`src/rtl/mje_pkg.sv`:
```
// ----------------------------------------------------------------------------
// mje_pkg
// Shared types, constants and saturation helpers for the escape-time engine.
// ----------------------------------------------------------------------------
package mje_pkg;

  // Q12.36 datapath
  localparam int DP_W    = 48;
  localparam int DP_FRAC = 36;
  localparam logic signed [DP_W-1:0] DP_MAX = {1'b0, {(DP_W-1){1'b1}}};
  localparam logic signed [DP_W-1:0] DP_MIN = {1'b1, {(DP_W-1){1'b0}}};
  localparam logic signed [DP_W-1:0] ESC_LIM = 48'sd4 <<< DP_FRAC;

  // Field widths
  localparam int CNT_W  = 16;
  localparam int EXPR_W = 4;   // exponent register
  localparam int P_W    = 5;   // clamped power, covers every allowed MAX_EXPONENT
  localparam int IDX_W  = 3;

  // Defaults
  localparam int DEF_COORD_WIDTH  = 32;
  localparam int DEF_MAX_EXPONENT = 8;

  // Configuration register indexes
  typedef enum logic [IDX_W-1:0] {
    REG_KIND       = 3'd0,
    REG_ITER_LIMIT = 3'd1,
    REG_EXPONENT   = 3'd2,
    REG_C_RE       = 3'd3,
    REG_C_IM       = 3'd4
  } reg_idx_t;

  // Work item handed from the front to the engine
  typedef struct packed {
    logic signed [DP_W-1:0] zr;
    logic signed [DP_W-1:0] zi;
    logic signed [DP_W-1:0] cr;
    logic signed [DP_W-1:0] ci;
    logic [P_W-1:0]         p;
    logic [CNT_W-1:0]       iter_limit;
  } item_t;

  typedef enum logic [3:0] {
    E_IDLE,
    E_CHK,
    E_ESC,
    E_ESCCMP,
    E_PWR,
    E_CMUL,
    E_CCOMB,
    E_ADDC,
    E_EMIT
  } eng_state_t;

  // Saturate a grown sum back to Q12.36
  function automatic logic signed [DP_W-1:0] sat_dp(input logic signed [DP_W:0] v);
    logic signed [DP_W-1:0] r;
    if (v[DP_W] != v[DP_W-1]) begin
      r = v[DP_W] ? DP_MIN : DP_MAX;
    end else begin
      r = v[DP_W-1:0];
    end
    return r;
  endfunction

  function automatic logic signed [DP_W-1:0] add_sat(input logic signed [DP_W-1:0] a,
                                                    input logic signed [DP_W-1:0] b);
    logic signed [DP_W:0] s;
    s = (DP_W+1)'(a) + (DP_W+1)'(b);
    return sat_dp(s);
  endfunction

  function automatic logic signed [DP_W-1:0] sub_sat(input logic signed [DP_W-1:0] a,
                                                    input logic signed [DP_W-1:0] b);
    logic signed [DP_W:0] s;
    s = (DP_W+1)'(a) - (DP_W+1)'(b);
    return sat_dp(s);
  endfunction

endpackage

```
`src/rtl/mje_queue.sv`:
```
// ----------------------------------------------------------------------------
// mje_queue
// Small first-in first-out queue of registers.
// ----------------------------------------------------------------------------
module mje_queue #(
  parameter int W     = 16,
  parameter int DEPTH = 2
) (
  input  logic         clk,
  input  logic         rst,
  input  logic         wr,
  input  logic [W-1:0] wdata,
  output logic         full,
  input  logic         rd,
  output logic [W-1:0] rdata,
  output logic         empty
);
  localparam int PTR_W = (DEPTH > 1) ? $clog2(DEPTH) : 1;
  localparam int CNT_W = $clog2(DEPTH + 1);

  logic [W-1:0]     mem [DEPTH];
  logic [PTR_W-1:0] wptr;
  logic [PTR_W-1:0] rptr;
  logic [CNT_W-1:0] count;
  logic             do_wr;
  logic             do_rd;

  assign full  = (count == CNT_W'(DEPTH));
  assign empty = (count == '0);
  assign do_wr = wr && !full;
  assign do_rd = rd && !empty;
  assign rdata = mem[rptr];

  // advance pointers and fill level
  always_ff @(posedge clk) begin
    if (rst) begin
      wptr  <= '0;
      rptr  <= '0;
      count <= '0;
    end else begin
      if (do_wr) begin
        wptr <= (wptr == PTR_W'(DEPTH - 1)) ? '0 : wptr + 1'b1;
      end
      if (do_rd) begin
        rptr <= (rptr == PTR_W'(DEPTH - 1)) ? '0 : rptr + 1'b1;
      end
      if (do_wr && !do_rd) begin
        count <= count + 1'b1;
      end else if (do_rd && !do_wr) begin
        count <= count - 1'b1;
      end
    end
  end

  // store entry
  always_ff @(posedge clk) begin
    if (do_wr) begin
      mem[wptr] <= wdata;
    end
  end

endmodule

```
`src/rtl/mje_front.sv`:
```
// ----------------------------------------------------------------------------
// mje_front
// Holds the configuration registers and turns each request into a work
// item: coordinates moved to Q12.36, start value and constant chosen, power
// clamped.
// ----------------------------------------------------------------------------
module mje_front #(
  parameter int COORD_WIDTH  = mje_pkg::DEF_COORD_WIDTH,
  parameter int MAX_EXPONENT = mje_pkg::DEF_MAX_EXPONENT
) (
  input  logic                          clk,
  input  logic                          rst,
  input  logic                          cfg_valid,
  output logic                          cfg_ready,
  input  logic [mje_pkg::IDX_W-1:0]     cfg_index,
  input  logic [COORD_WIDTH-1:0]        cfg_data,
  input  logic signed [COORD_WIDTH-1:0] point_re,
  input  logic signed [COORD_WIDTH-1:0] point_im,
  output mje_pkg::item_t                item
);
  import mje_pkg::*;

  logic                   kind;
  logic [CNT_W-1:0]       iter_limit;
  logic [EXPR_W-1:0]      exponent;
  logic [COORD_WIDTH-1:0] c_re;
  logic [COORD_WIDTH-1:0] c_im;
  logic signed [DP_W-1:0] pr, pi, jr, ji;
  logic [P_W-1:0]         p;

  function automatic logic signed [DP_W-1:0] to_dp(input logic [COORD_WIDTH-1:0] x);
    logic [COORD_WIDTH-1:0] mag;
    logic [DP_W-1:0]        m;
    logic signed [DP_W-1:0] r;
    mag = '0;
    m   = '0;
    if (COORD_WIDTH <= 40) begin
      r = DP_W'($signed(x)) <<< (40 - COORD_WIDTH);
    end else begin
      mag = x[COORD_WIDTH-1] ? (~x + 1'b1) : x;
      m   = DP_W'(mag >> (COORD_WIDTH - 40));
      r   = x[COORD_WIDTH-1] ? -$signed(m) : $signed(m);
    end
    return r;
  endfunction

  assign cfg_ready = 1'b1;

  // write configuration
  always_ff @(posedge clk) begin
    if (rst) begin
      kind       <= 1'b0;
      iter_limit <= CNT_W'(100);
      exponent   <= EXPR_W'(2);
      c_re       <= '0;
      c_im       <= '0;
    end else if (cfg_valid) begin
      case (cfg_index)
        REG_KIND:       kind       <= cfg_data[0];
        REG_ITER_LIMIT: iter_limit <= cfg_data[CNT_W-1:0];
        REG_EXPONENT:   exponent   <= cfg_data[EXPR_W-1:0];
        REG_C_RE:       c_re       <= cfg_data;
        REG_C_IM:       c_im       <= cfg_data;
        default: ;
      endcase
    end
  end

  // classify the point
  always_comb begin
    pr = to_dp(point_re);
    pi = to_dp(point_im);
    jr = to_dp(c_re);
    ji = to_dp(c_im);
    if (exponent == '0) begin
      p = P_W'(1);
    end else if (P_W'(exponent) > P_W'(MAX_EXPONENT)) begin
      p = P_W'(MAX_EXPONENT);
    end else begin
      p = P_W'(exponent);
    end
    item.p          = p;
    item.iter_limit = iter_limit;
    if (kind) begin
      item.zr = pr;
      item.zi = pi;
      item.cr = jr;
      item.ci = ji;
    end else begin
      item.zr = '0;
      item.zi = '0;
      item.cr = pr;
      item.ci = pi;
    end
  end

endmodule

```
`src/rtl/mje_mul.sv`:
```
// ----------------------------------------------------------------------------
// mje_mul
// Q12.36 multiplier: four 24x24 partial products accumulated over cycles,
// magnitude truncated by 36 bits, then saturated.
// ----------------------------------------------------------------------------
module mje_mul (
  input  logic                            clk,
  input  logic                            rst,
  input  logic                            start,
  input  logic signed [mje_pkg::DP_W-1:0] a,
  input  logic signed [mje_pkg::DP_W-1:0] b,
  output logic                            done,
  output logic signed [mje_pkg::DP_W-1:0] res
);
  import mje_pkg::*;

  localparam int H     = DP_W / 2;
  localparam int ACC_W = 2 * DP_W;
  localparam int Q_W   = ACC_W - DP_FRAC;

  logic [DP_W-1:0]  ua, ub;
  logic             neg;
  logic [2:0]       cnt;
  logic             busy;
  logic [DP_W-1:0]  pp;
  logic [1:0]       ppsel;
  logic             ppv;
  logic [ACC_W-1:0] acc;
  logic [ACC_W-1:0] pp_sh;
  logic [H-1:0]     opa, opb;
  logic [Q_W-1:0]   q;

  // pick the halves for this partial product
  always_comb begin
    opa = cnt[0] ? ua[DP_W-1:H] : ua[H-1:0];
    opb = cnt[1] ? ub[DP_W-1:H] : ub[H-1:0];
    case (ppsel)
      2'd0:    pp_sh = ACC_W'(pp);
      2'd3:    pp_sh = ACC_W'(pp) << (2 * H);
      default: pp_sh = ACC_W'(pp) << H;
    endcase
    q = acc[ACC_W-1:DP_FRAC];
  end

  // sequence control
  always_ff @(posedge clk) begin
    if (rst) begin
      busy <= 1'b0;
      done <= 1'b0;
      cnt  <= '0;
      ppv  <= 1'b0;
    end else begin
      done <= 1'b0;
      if (start) begin
        busy <= 1'b1;
        cnt  <= '0;
        ppv  <= 1'b0;
      end else if (busy) begin
        cnt <= cnt + 1'b1;
        ppv <= (cnt < 3'd4);
        if (cnt == 3'd5) begin
          busy <= 1'b0;
          done <= 1'b1;
        end
      end
    end
  end

  // operands, partial products, accumulation and result
  always_ff @(posedge clk) begin
    if (start) begin
      ua  <= a[DP_W-1] ? DP_W'(-a) : DP_W'(a);
      ub  <= b[DP_W-1] ? DP_W'(-b) : DP_W'(b);
      neg <= a[DP_W-1] != b[DP_W-1];
      acc <= '0;
    end else if (busy) begin
      if (cnt < 3'd4) begin
        pp    <= DP_W'(opa * opb);
        ppsel <= cnt[1:0];
      end
      if (ppv) begin
        acc <= acc + pp_sh;
      end
      if (cnt == 3'd5) begin
        if (q[Q_W-1:DP_W-1] != '0) begin
          res <= neg ? DP_MIN : DP_MAX;
        end else begin
          res <= neg ? -$signed(DP_W'(q)) : $signed(DP_W'(q));
        end
      end
    end
  end

endmodule

```
`src/rtl/mje_engine.sv`:
```
// ----------------------------------------------------------------------------
// mje_engine
// Back end: runs the escape-time loop for one item on a shared multiplier and
// queues the iteration count as result (zero if the iteration limit is hit).
// ----------------------------------------------------------------------------
module mje_engine (
  input  logic                         clk,
  input  logic                         rst,
  input  logic                         in_empty,
  input  mje_pkg::item_t               in_item,
  output logic                         in_pop,
  input  logic                         out_full,
  output logic                         out_push,
  output logic [mje_pkg::CNT_W-1:0]    out_count
);
  import mje_pkg::*;

  eng_state_t             state, state_next;
  logic signed [DP_W-1:0] zr, zi, cr, ci, rr, ri;
  logic signed [DP_W-1:0] t [4];
  logic [P_W-1:0]         p, k;
  logic [CNT_W-1:0]       count, iter_limit;
  logic [1:0]             j;
  logic [1:0]             sel;
  logic                   mul_start, mul_done;
  logic signed [DP_W-1:0] mul_a, mul_b, mul_res;
  logic signed [DP_W-1:0] mag2;

  mje_mul u_mul (
    .clk   (clk),
    .rst   (rst),
    .start (mul_start),
    .a     (mul_a),
    .b     (mul_b),
    .done  (mul_done),
    .res   (mul_res)
  );

  assign mag2      = add_sat(t[0], t[1]);
  assign out_count = count;

  // next state, multiplier issue and handshakes
  always_comb begin
    state_next = state;
    mul_start  = 1'b0;
    sel        = 2'd0;
    in_pop     = 1'b0;
    out_push   = 1'b0;
    case (state)
      E_IDLE: begin
        if (!in_empty) begin
          in_pop     = 1'b1;
          state_next = E_CHK;
        end
      end
      E_CHK: begin
        if (count >= iter_limit) begin
          state_next = E_EMIT;
        end else begin
          mul_start  = 1'b1;
          state_next = E_ESC;
        end
      end
      E_ESC: begin
        if (mul_done) begin
          if (j == 2'd0) begin
            mul_start = 1'b1;
            sel       = 2'd1;
          end else begin
            state_next = E_ESCCMP;
          end
        end
      end
      E_ESCCMP: state_next = (mag2 > ESC_LIM) ? E_EMIT : E_PWR;
      E_PWR: begin
        if (k < p) begin
          mul_start  = 1'b1;
          state_next = E_CMUL;
        end else begin
          state_next = E_ADDC;
        end
      end
      E_CMUL: begin
        if (mul_done) begin
          if (j != 2'd3) begin
            mul_start = 1'b1;
            sel       = j + 1'b1;
          end else begin
            state_next = E_CCOMB;
          end
        end
      end
      E_CCOMB: state_next = E_PWR;
      E_ADDC:  state_next = E_CHK;
      E_EMIT: begin
        if (!out_full) begin
          out_push   = 1'b1;
          state_next = E_IDLE;
        end
      end
      default: state_next = E_IDLE;
    endcase

    // operand select: escape test squares, else complex product terms
    if (state == E_CHK || state == E_ESC) begin
      mul_a = sel[0] ? zi : zr;
      mul_b = sel[0] ? zi : zr;
    end else begin
      case (sel)
        2'd0:    begin mul_a = rr; mul_b = zr; end
        2'd1:    begin mul_a = ri; mul_b = zi; end
        2'd2:    begin mul_a = rr; mul_b = zi; end
        default: begin mul_a = ri; mul_b = zr; end
      endcase
    end
  end

  // hold state
  always_ff @(posedge clk) begin
    if (rst) begin
      state <= E_IDLE;
    end else begin
      state <= state_next;
    end
  end

  // iteration datapath
  always_ff @(posedge clk) begin
    case (state)
      E_IDLE: begin
        zr         <= in_item.zr;
        zi         <= in_item.zi;
        cr         <= in_item.cr;
        ci         <= in_item.ci;
        p          <= in_item.p;
        iter_limit <= in_item.iter_limit;
        count      <= '0;
      end
      E_CHK: begin
        j <= 2'd0;
        if (count >= iter_limit) begin
          count <= '0;
        end
      end
      E_ESC, E_CMUL: begin
        if (mul_done) begin
          t[j] <= mul_res;
          j    <= j + 1'b1;
        end
      end
      E_ESCCMP: begin
        rr <= zr;
        ri <= zi;
        k  <= P_W'(1);
      end
      E_PWR: j <= 2'd0;
      E_CCOMB: begin
        rr <= sub_sat(t[0], t[1]);
        ri <= add_sat(t[2], t[3]);
        k  <= k + 1'b1;
      end
      E_ADDC: begin
        zr    <= add_sat(rr, cr);
        zi    <= add_sat(ri, ci);
        count <= count + 1'b1;
      end
      default: ;
    endcase
  end

endmodule

```
`src/rtl/multibrot_julia_escape_time.sv`:
```
// ----------------------------------------------------------------------------
// multibrot_julia_escape_time
// Escape-time iterator for Multibrot and Julia sets, z = z^p + c.
// ----------------------------------------------------------------------------
// Each point pushed in is classified by the front (start value, constant and
// power taken from the configuration) and queued for the engine, which runs
// the loop on one shared Q12.36 multiplier. One iteration is two squares
// and a compare for the escape test, p - 1 complex multiplies of four
// products each, then the constant add. A point is iterated until it
// escapes or reaches the iteration limit, then its count is handed on; the
// engine finishes one point before it takes the next. The work queue holds
// up to two points ahead of the engine and two results wait in the output
// queue. Configuration writes are taken at once and apply to points pushed
// afterwards.
module multibrot_julia_escape_time #(
  parameter int COORD_WIDTH  = mje_pkg::DEF_COORD_WIDTH,
  parameter int MAX_EXPONENT = mje_pkg::DEF_MAX_EXPONENT
) (
  input  logic                          clk,
  input  logic                          rst,
  input  logic                          push,
  output logic                          full,
  input  logic signed [COORD_WIDTH-1:0] point_re,
  input  logic signed [COORD_WIDTH-1:0] point_im,
  output logic                          empty,
  input  logic                          pop,
  output logic [mje_pkg::CNT_W-1:0]     iteration_count,
  input  logic                          cfg_valid,
  output logic                          cfg_ready,
  input  logic [mje_pkg::IDX_W-1:0]     cfg_index,
  input  logic [COORD_WIDTH-1:0]        cfg_data
);
  import mje_pkg::*;

  item_t            f_item, q_item;
  logic             q_empty, q_pop;
  logic             r_full, r_push;
  logic [CNT_W-1:0] r_count;

  mje_front #(
    .COORD_WIDTH  (COORD_WIDTH),
    .MAX_EXPONENT (MAX_EXPONENT)
  ) u_front (
    .clk       (clk),
    .rst       (rst),
    .cfg_valid (cfg_valid),
    .cfg_ready (cfg_ready),
    .cfg_index (cfg_index),
    .cfg_data  (cfg_data),
    .point_re  (point_re),
    .point_im  (point_im),
    .item      (f_item)
  );

  mje_queue #(.W($bits(item_t)), .DEPTH(2)) u_work_q (
    .clk   (clk),
    .rst   (rst),
    .wr    (push),
    .wdata (f_item),
    .full  (full),
    .rd    (q_pop),
    .rdata (q_item),
    .empty (q_empty)
  );

  mje_engine u_engine (
    .clk       (clk),
    .rst       (rst),
    .in_empty  (q_empty),
    .in_item   (q_item),
    .in_pop    (q_pop),
    .out_full  (r_full),
    .out_push  (r_push),
    .out_count (r_count)
  );

  mje_queue #(.W(CNT_W), .DEPTH(2)) u_result_q (
    .clk   (clk),
    .rst   (rst),
    .wr    (r_push),
    .wdata (r_count),
    .full  (r_full),
    .rd    (pop),
    .rdata (iteration_count),
    .empty (empty)
  );

endmodule

```
`config.mk`:
```
export PLATFORM = sky130hd
export DESIGN_NAME = multibrot_julia_escape_time
export DESIGN_NICKNAME = d
export VERILOG_FILES = /design/src/rtl/mje_pkg.sv /design/src/rtl/mje_queue.sv /design/src/rtl/mje_front.sv /design/src/rtl/mje_mul.sv /design/src/rtl/mje_engine.sv /design/src/rtl/multibrot_julia_escape_time.sv
export SDC_FILE = /design/constraint.sdc
export NUM_CORES = 2
export LEC_CHECK = 0
export BUFFER_PORTS_ARGS = -buffer_cell sky130_fd_sc_hd__buf_2
export CAP_MARGIN = 20
export CORE_ASPECT_RATIO = 0.5
export CORE_MARGIN = 4
export CORE_UTILIZATION = 35
export DETAILED_ROUTE_END_ITERATION = 12
export GPL_TIMING_DRIVEN = 0
export SYNTH_ARGS = -nofsm -noshare
export SYNTH_HDL_FRONTEND = slang
export SYNTH_SLANG_ARGS = --single-unit
```
`constraint.sdc`:
```
create_clock -name clk -period 24 [get_ports clk]
set_input_delay 0 -clock clk [delete_from_list [all_inputs] [get_ports clk]]
set_output_delay 0 -clock clk [all_outputs]
set_load 0.05 [all_outputs]
```
# Word level (Yosys, flattened, before mapping)
# Memories as Yosys holds them, arrays and structs flattened. A register that Yosys moved wholly into a read port is not among the register bits.
# Index checks and enable logic that the tools add are counted.
# word_totals
ff_bits	726
mem_bits_rw	650
in_bits	104
output_inout_bits	19
word_cells	234
n_memories	3
# memory_table
name	depth	width	read_ports	rd_clocked_by_memory_dff	write_ports	line_no	rtl
u_work_q.mem	2	213	1	1	1	mje_queue.sv:21	logic [W-1:0] mem [DEPTH];
u_engine.t	4	48	4	0	1	mje_engine.sv:20	logic signed [DP_W-1:0] t [4];
u_result_q.mem	2	16	1	1	1	mje_queue.sv:21	
# classes
n_addsub	21
multipliers	1
magnitude_cmp	5
eq_ne	33
mux	84
bitwise_logic	2
reduce_logical	49
# op_table
operator	n
$mux 48	18
$pmux 48 s2	4
$add 48x48->49	4
$mux 192	1
$pmux 96 s2	1
$neg 48->48	3
$add 96x96->96	1
$mux 47	2
$sub 48x48->49	1
$gt 48x40->1 const B	1
$mul 24x24->48	1
$mux 24	2
$pmux 16 s3	1
$mux 4	9
$pmux 4 s9	1
$mux 1	30
$mux 2	9
$add 16x1->16 const B	1
$eq 4x3->1 const B	4
$ge 16x16->1	1
$mux 16	1
$ne 2x2->1 const B	8
$reduce_and 2->1	8
$reduce_bool 13->1	1
35 further kinds	82

# Depth between registers and ports, before layout
# logic_depth
word_depth	10
depth_mapped	34
depth_no_buf	29

# Modules after synthesis
# From an unflattened synthesis, not the netlist that was laid out.
# hier_totals
cells_unflattened	9370
hier_area_um2	97888.9
# modules_own_cells
mod	instances	cells_per_inst	area_per_inst_um2	seq_area_each_um2
mje_mul	1	4424	38491.9	7897.6
mje_engine	1	3646	36482.5	15815.2
mje_queue (u_work_q)	1	688	16291.9	12892.4
mje_front	1	537	5251.3	1701.6
mje_queue (u_result_q)	1	75	1371.3	1061.0

# Worst setup path after synthesis
# OpenSTA, ideal clock, no wires.
# synth_path
path_kind	reg2reg
startpoint	register u_engine.state[2]
endpoint	register u_engine.k[0] (enable)
setup_ns	0.705
arrival_ns	8.241
t_required_ns	23.295
path_slack_ns	15.054
stages_incl_launch_ff	5
n_path_buf	2
synth_period_minus_slack_ns	8.946
cell_sequence	dfxtp_1 buf_4 clkbuf_1 xnor2_1 nor3b_1
# synth_between
elab_chain_cells	2
word_cells_on_any_way	3
# synth_lines
item	line_no	rtl
start: declaration	mje_engine.sv:18	eng_state_t state, state_next;
start signal: assignment	mje_engine.sv:123	state <= state_next;
$eq 4x2->1 or $eq 4x3->1 (tied branches)	mje_engine.sv:129	case (state)
$reduce_bool 2->1 (no line) *	--	
end signal: assignment	mje_engine.sv:160	k <= k + 1'b1;
end: declaration	mje_engine.sv:21	logic [P_W-1:0] p, k;
# Mark *: on every way between the ends. The rest lies on a longest branch, timed or not.
# A chain may end at the register's enable or synchronous reset.

# Worst setup path in the final report
# layout_path
startpoint	register u_engine.u_mul.cnt[0]
endpoint	register u_engine.u_mul.pp[45], data pin
# layout_between
elab_chain_cells	2
# layout_lines
item	line_no	rtl
start: declaration	mje_mul.sv:23	logic [2:0] cnt;
start signal: assignment	mje_mul.sv:59	cnt <= cnt + 1'b1;
$mux 24	mje_mul.sv:35	opa = cnt[0] ? ua[DP_W-1:H] : ua[H-1:0];
$mul 24x24->48	mje_mul.sv:78	pp <= DP_W'(opa * opb);
end signal: assignment	mje_mul.sv:78	
end: declaration	mje_mul.sv:25	logic [DP_W-1:0] pp;
# Every way passes these cells.

==> flow_summary.toml <==
[floorplanning]
num_io_pins = 123
start_util = 0.3516
dieHeight_um = 363.0
coreArea_mm2 = 0.2510
die_x_um = 718.1
rows = 130
dieArea_mm2 = 0.2607

[flow_run]
cap_violations = 0

[worst_setup_path]
crit_path_end_kind = "flip-flop"
r2r_end = "u_engine.u_mul.pp[45]"
r2r_cells = 31
critPathArrivalTime_ns = 11.57
reg2reg_from = "u_engine.u_mul.cnt[0]"
cp-start-kind = "flip-flop"
crit_path_frequent_cell = "fa_1"
critPathMaxFanout = 10
r2r_slack_ns = 12.89
critical_path_required_ns = 24.46
max_stage_delay_ns = 0.80
slowest_stage = "clkbuf_1"
path_class = "flip-flop to flip-flop"

[drt]
wirelength_um = 320900
viasPerCell = 5.566
drt-initial-drc-count = 8390
ant_nets = 0
drc = 0
vias = 71480
firstDrtPassIters = 6
wl_per_cell_um = 24.98

[min_path]
hold_path_depth = 4
hold_class = "input port to flip-flop"
min_to = "u_front.c_im[31]"
worstHoldStart = "cfg_data[31]"

[synthesis]
synth_cell_types = 106
yosys_warnings = 0
synthMuxAreaShare = 0.04783
synth_enable_flop_cells = 1014
synth_top_family_by_area = "adder cells"
synthFlopType = "edfxtp_1"
syn_inst = 8953
synth-async-reset-ratio = 0
synth_fp_nets = 10070
ys_seq_area_frac = 0.3907
syn_area_per_cell_um2 = 9.856
ys_ff_latch = 1215
synth_compound_gate_area_share = 0.1344
synthSimpleGateAreaFrac = 0.1449
synth_xor_area_frac = 0.04109
syn_area_mm2 = 0.08824
synthAdderAreaFrac = 0.1887

[clocking]
cts_buffer_depth = 3
htreeDepth = 3
path_clk_slew_ns = 0.07
cts_resized = 0
post_cts_buffers = 0
cts_made_buffers = 118
cts_tree = "built"
cts-root-buf = "clkbuf_16"
clk_latency_ns = 0.80
clock-sinks = 1215

[global_routing]
grt-ovfl-total = 0
grt_pass1_vias = 68040
grt_max_degree = 68
grt_use_total = 0.2382
grt_pass1_wl_um = 462500
antenna_found_initial = 18

[sta]
skew_ns = 0.09841
fin_tns_setup_ns = 0
slew_headroom = 0.1560
clock.fmax_mhz = 89.99
fin_crit_sh = 0.4630
hold_viol = 0
rsz0062_at_grt = "no"
period_minus_slack_ns = 11.11
final_max_slew_viol_count = 0
tightest_slew_ns = 1.266
setup_viol = 0

[placed_design]
placed_area_mm2 = 0.09397
place_congestion = 0.9986
dpl.hpwl_um = 256600
port_buffers = 120

[finish]
drive_above_1_share = 0.07563
finalInstanceArea_mm2 = 0.09910
syn_to_final_growth_pct = 12.31
fin_nets = 10490
utilization = 0.3948

[run_status]
run_status = "finished, final reports clean"
==> layout by cell type, fill, tap and decap left out, drive strengths merged, types with 214 or more instances in the layout <==
cell type / Yosys / layout
nand2: 1167 / 1167
edfxtp: 1014 / 1014
ha: 529 / 529
nor2: 741 / 741
clkbuf: 379 / 548
mux2: 214 / 214
a21o: 228 / 228
inv: 774 / 783
fa: 488 / 488
o21ai: 412 / 412
a21oi: 596 / 596
buf: 52 / 233
xnor2: 251 / 251
==> kinds of logic (layout without fill, tap and decap cells) <==
logic type	after synthesis	count (layout)
other cells	1	11
compound gates	1886	1886
fa+ha+maj	1043	1043
xor+xnor	411	411
mux	382	382
simple gates	2807	2807
flops	1215	1215
buf+inv	1208	1722
==> synth_stat cells, types with 17 or more instances <==
library cell / instances / share of area
nor3_1: 128 / 0.0073
fa_1: 488 / 0.11
nor2b_1: 78 / 0.0055
clkbuf_1: 379 / 0.016
or2_2: 26 / 0.0018
or3_1: 55 / 0.0039
o21bai_1: 62 / 0.0053
ha_1: 529 / 0.075
a22o_1: 37 / 0.0037
o21a_1: 48 / 0.0041
a31oi_1: 93 / 0.0066
a21oi_1: 596 / 0.034
nor2_1: 738 / 0.031
xor2_1: 160 / 0.016
nand2b_1: 69 / 0.0049
a21boi_0: 17 / 0.0014
o211ai_1: 25 / 0.0021
a211oi_1: 55 / 0.0047
buf_1: 20 / 0.00085
o21ai_0: 404 / 0.023
nand3_1: 94 / 0.0053
xnor2_1: 249 / 0.025
edfxtp_1: 1014 / 0.35
a22oi_1: 17 / 0.0014
o311ai_0: 22 / 0.0022
dfxtp_1: 201 / 0.046
o22ai_1: 45 / 0.0032
mux2i_1: 157 / 0.018
inv_1: 773 / 0.033
a2111oi_0: 20 / 0.0020
mux2_2: 213 / 0.027
nand2_1: 1167 / 0.050
and3_1: 72 / 0.0051
a21o_1: 228 / 0.019
buf_2: 23 / 0.0013
maj3_1: 26 / 0.0029
o31ai_1: 45 / 0.0038
nor4_1: 41 / 0.0029
and2_1: 168 / 0.012
nand4_1: 75 / 0.0053
==> worst max-delay path by stage <==
stage | start | to | slack [ns]
floorplan | u_engine.state[2] | u_engine.k[0] | 15.05
global placement | u_engine.out_count[0] | u_engine.u_mul.res[14] | 9.13
detailed placement | u_engine.u_mul.cnt[0] | u_engine.u_mul.pp[45] | 12.98
CTS | u_engine.u_mul.cnt[0] | u_engine.u_mul.pp[45] | 12.94
global route | u_engine.u_mul.cnt[0] | u_engine.u_mul.pp[45] | 12.24
finish | u_engine.u_mul.cnt[0] | u_engine.u_mul.pp[45] | 12.89
==> metrics by stage <==
step                hold slack (ns)  worst slack, ns  std cells
global route                0.02325            12.24      12830
floorplan                    0.1179            15.05       8953
global placement             0.2730            9.131      12440
detailed placement           0.2797            12.98      12500
CTS                        0.002642            12.94      12830
finish                      0.03868            12.89      12840
==> critical path, delay by kind of cell, from the launching register on <==
kind | cells | cell delay [ns]
XOR/XNOR | 1 | 0.10
buffers and inverters | 9 | 2.67
AO/OA/AOI/OAI | 8 | 2.38
multiplexers | 1 | 0.72
AND/OR/NAND/NOR | 4 | 0.83
adder cells (fa/ha/maj) | 8 | 3.77
flip-flops | 1 | 0.38
==> timing repair <==
action                                 in CTS  in global routing
setup endpoints to repair                   0                  0
endpoints found under the hold margin     407                  0
hold buffers                              112                  0
==> state kept, by name, summed over array words and instances (netlist names), 5 cells and up, named ones only <==
name	cells
u_engine.u_mul.res	48
u_engine.k	5
u_engine.u_mul.ub	48
u_engine.ci	32
u_engine.u_mul.acc	96
u_front.c_re	32
u_engine.out_count	16
u_engine.ri	48
u_front.c_im	32
u_engine.rr	48
u_result_q.mem	32
u_engine.zi	48
u_engine.u_mul.ua	48
u_engine.t	192
u_engine.zr	48
u_front.iter_limit	16
u_work_q.mem	296
u_engine.cr	32
u_engine.iter_limit	16
u_engine.u_mul.pp	48
==> area by class of cell <==
cell class | count | area, um2
multi-input cells | 6530 | 49250
fillers | 24680 | 151900
clock inverters | 52 | 603.1
inverters | 777 | 2919
well taps | 3366 | 4212
plain buffers | 431 | 1707
clock buffers | 169 | 3348
flip-flops and latches | 1215 | 34470
repair buffers | 293 | 2562
diodes | 10 | 25.02
==> metal layers <==
layer,vias up,wire (um),global-route usage
met1,35520,142900,0.3402
li1,32080,-,-
met2,3314,136400,0.3604
met4,6,12240,0.08120
met3,558,29260,0.04687
met5,-,40,0
Power is not shown: default switching activity piles up to over one toggle a cycle in this logic, so the estimate is an artifact.
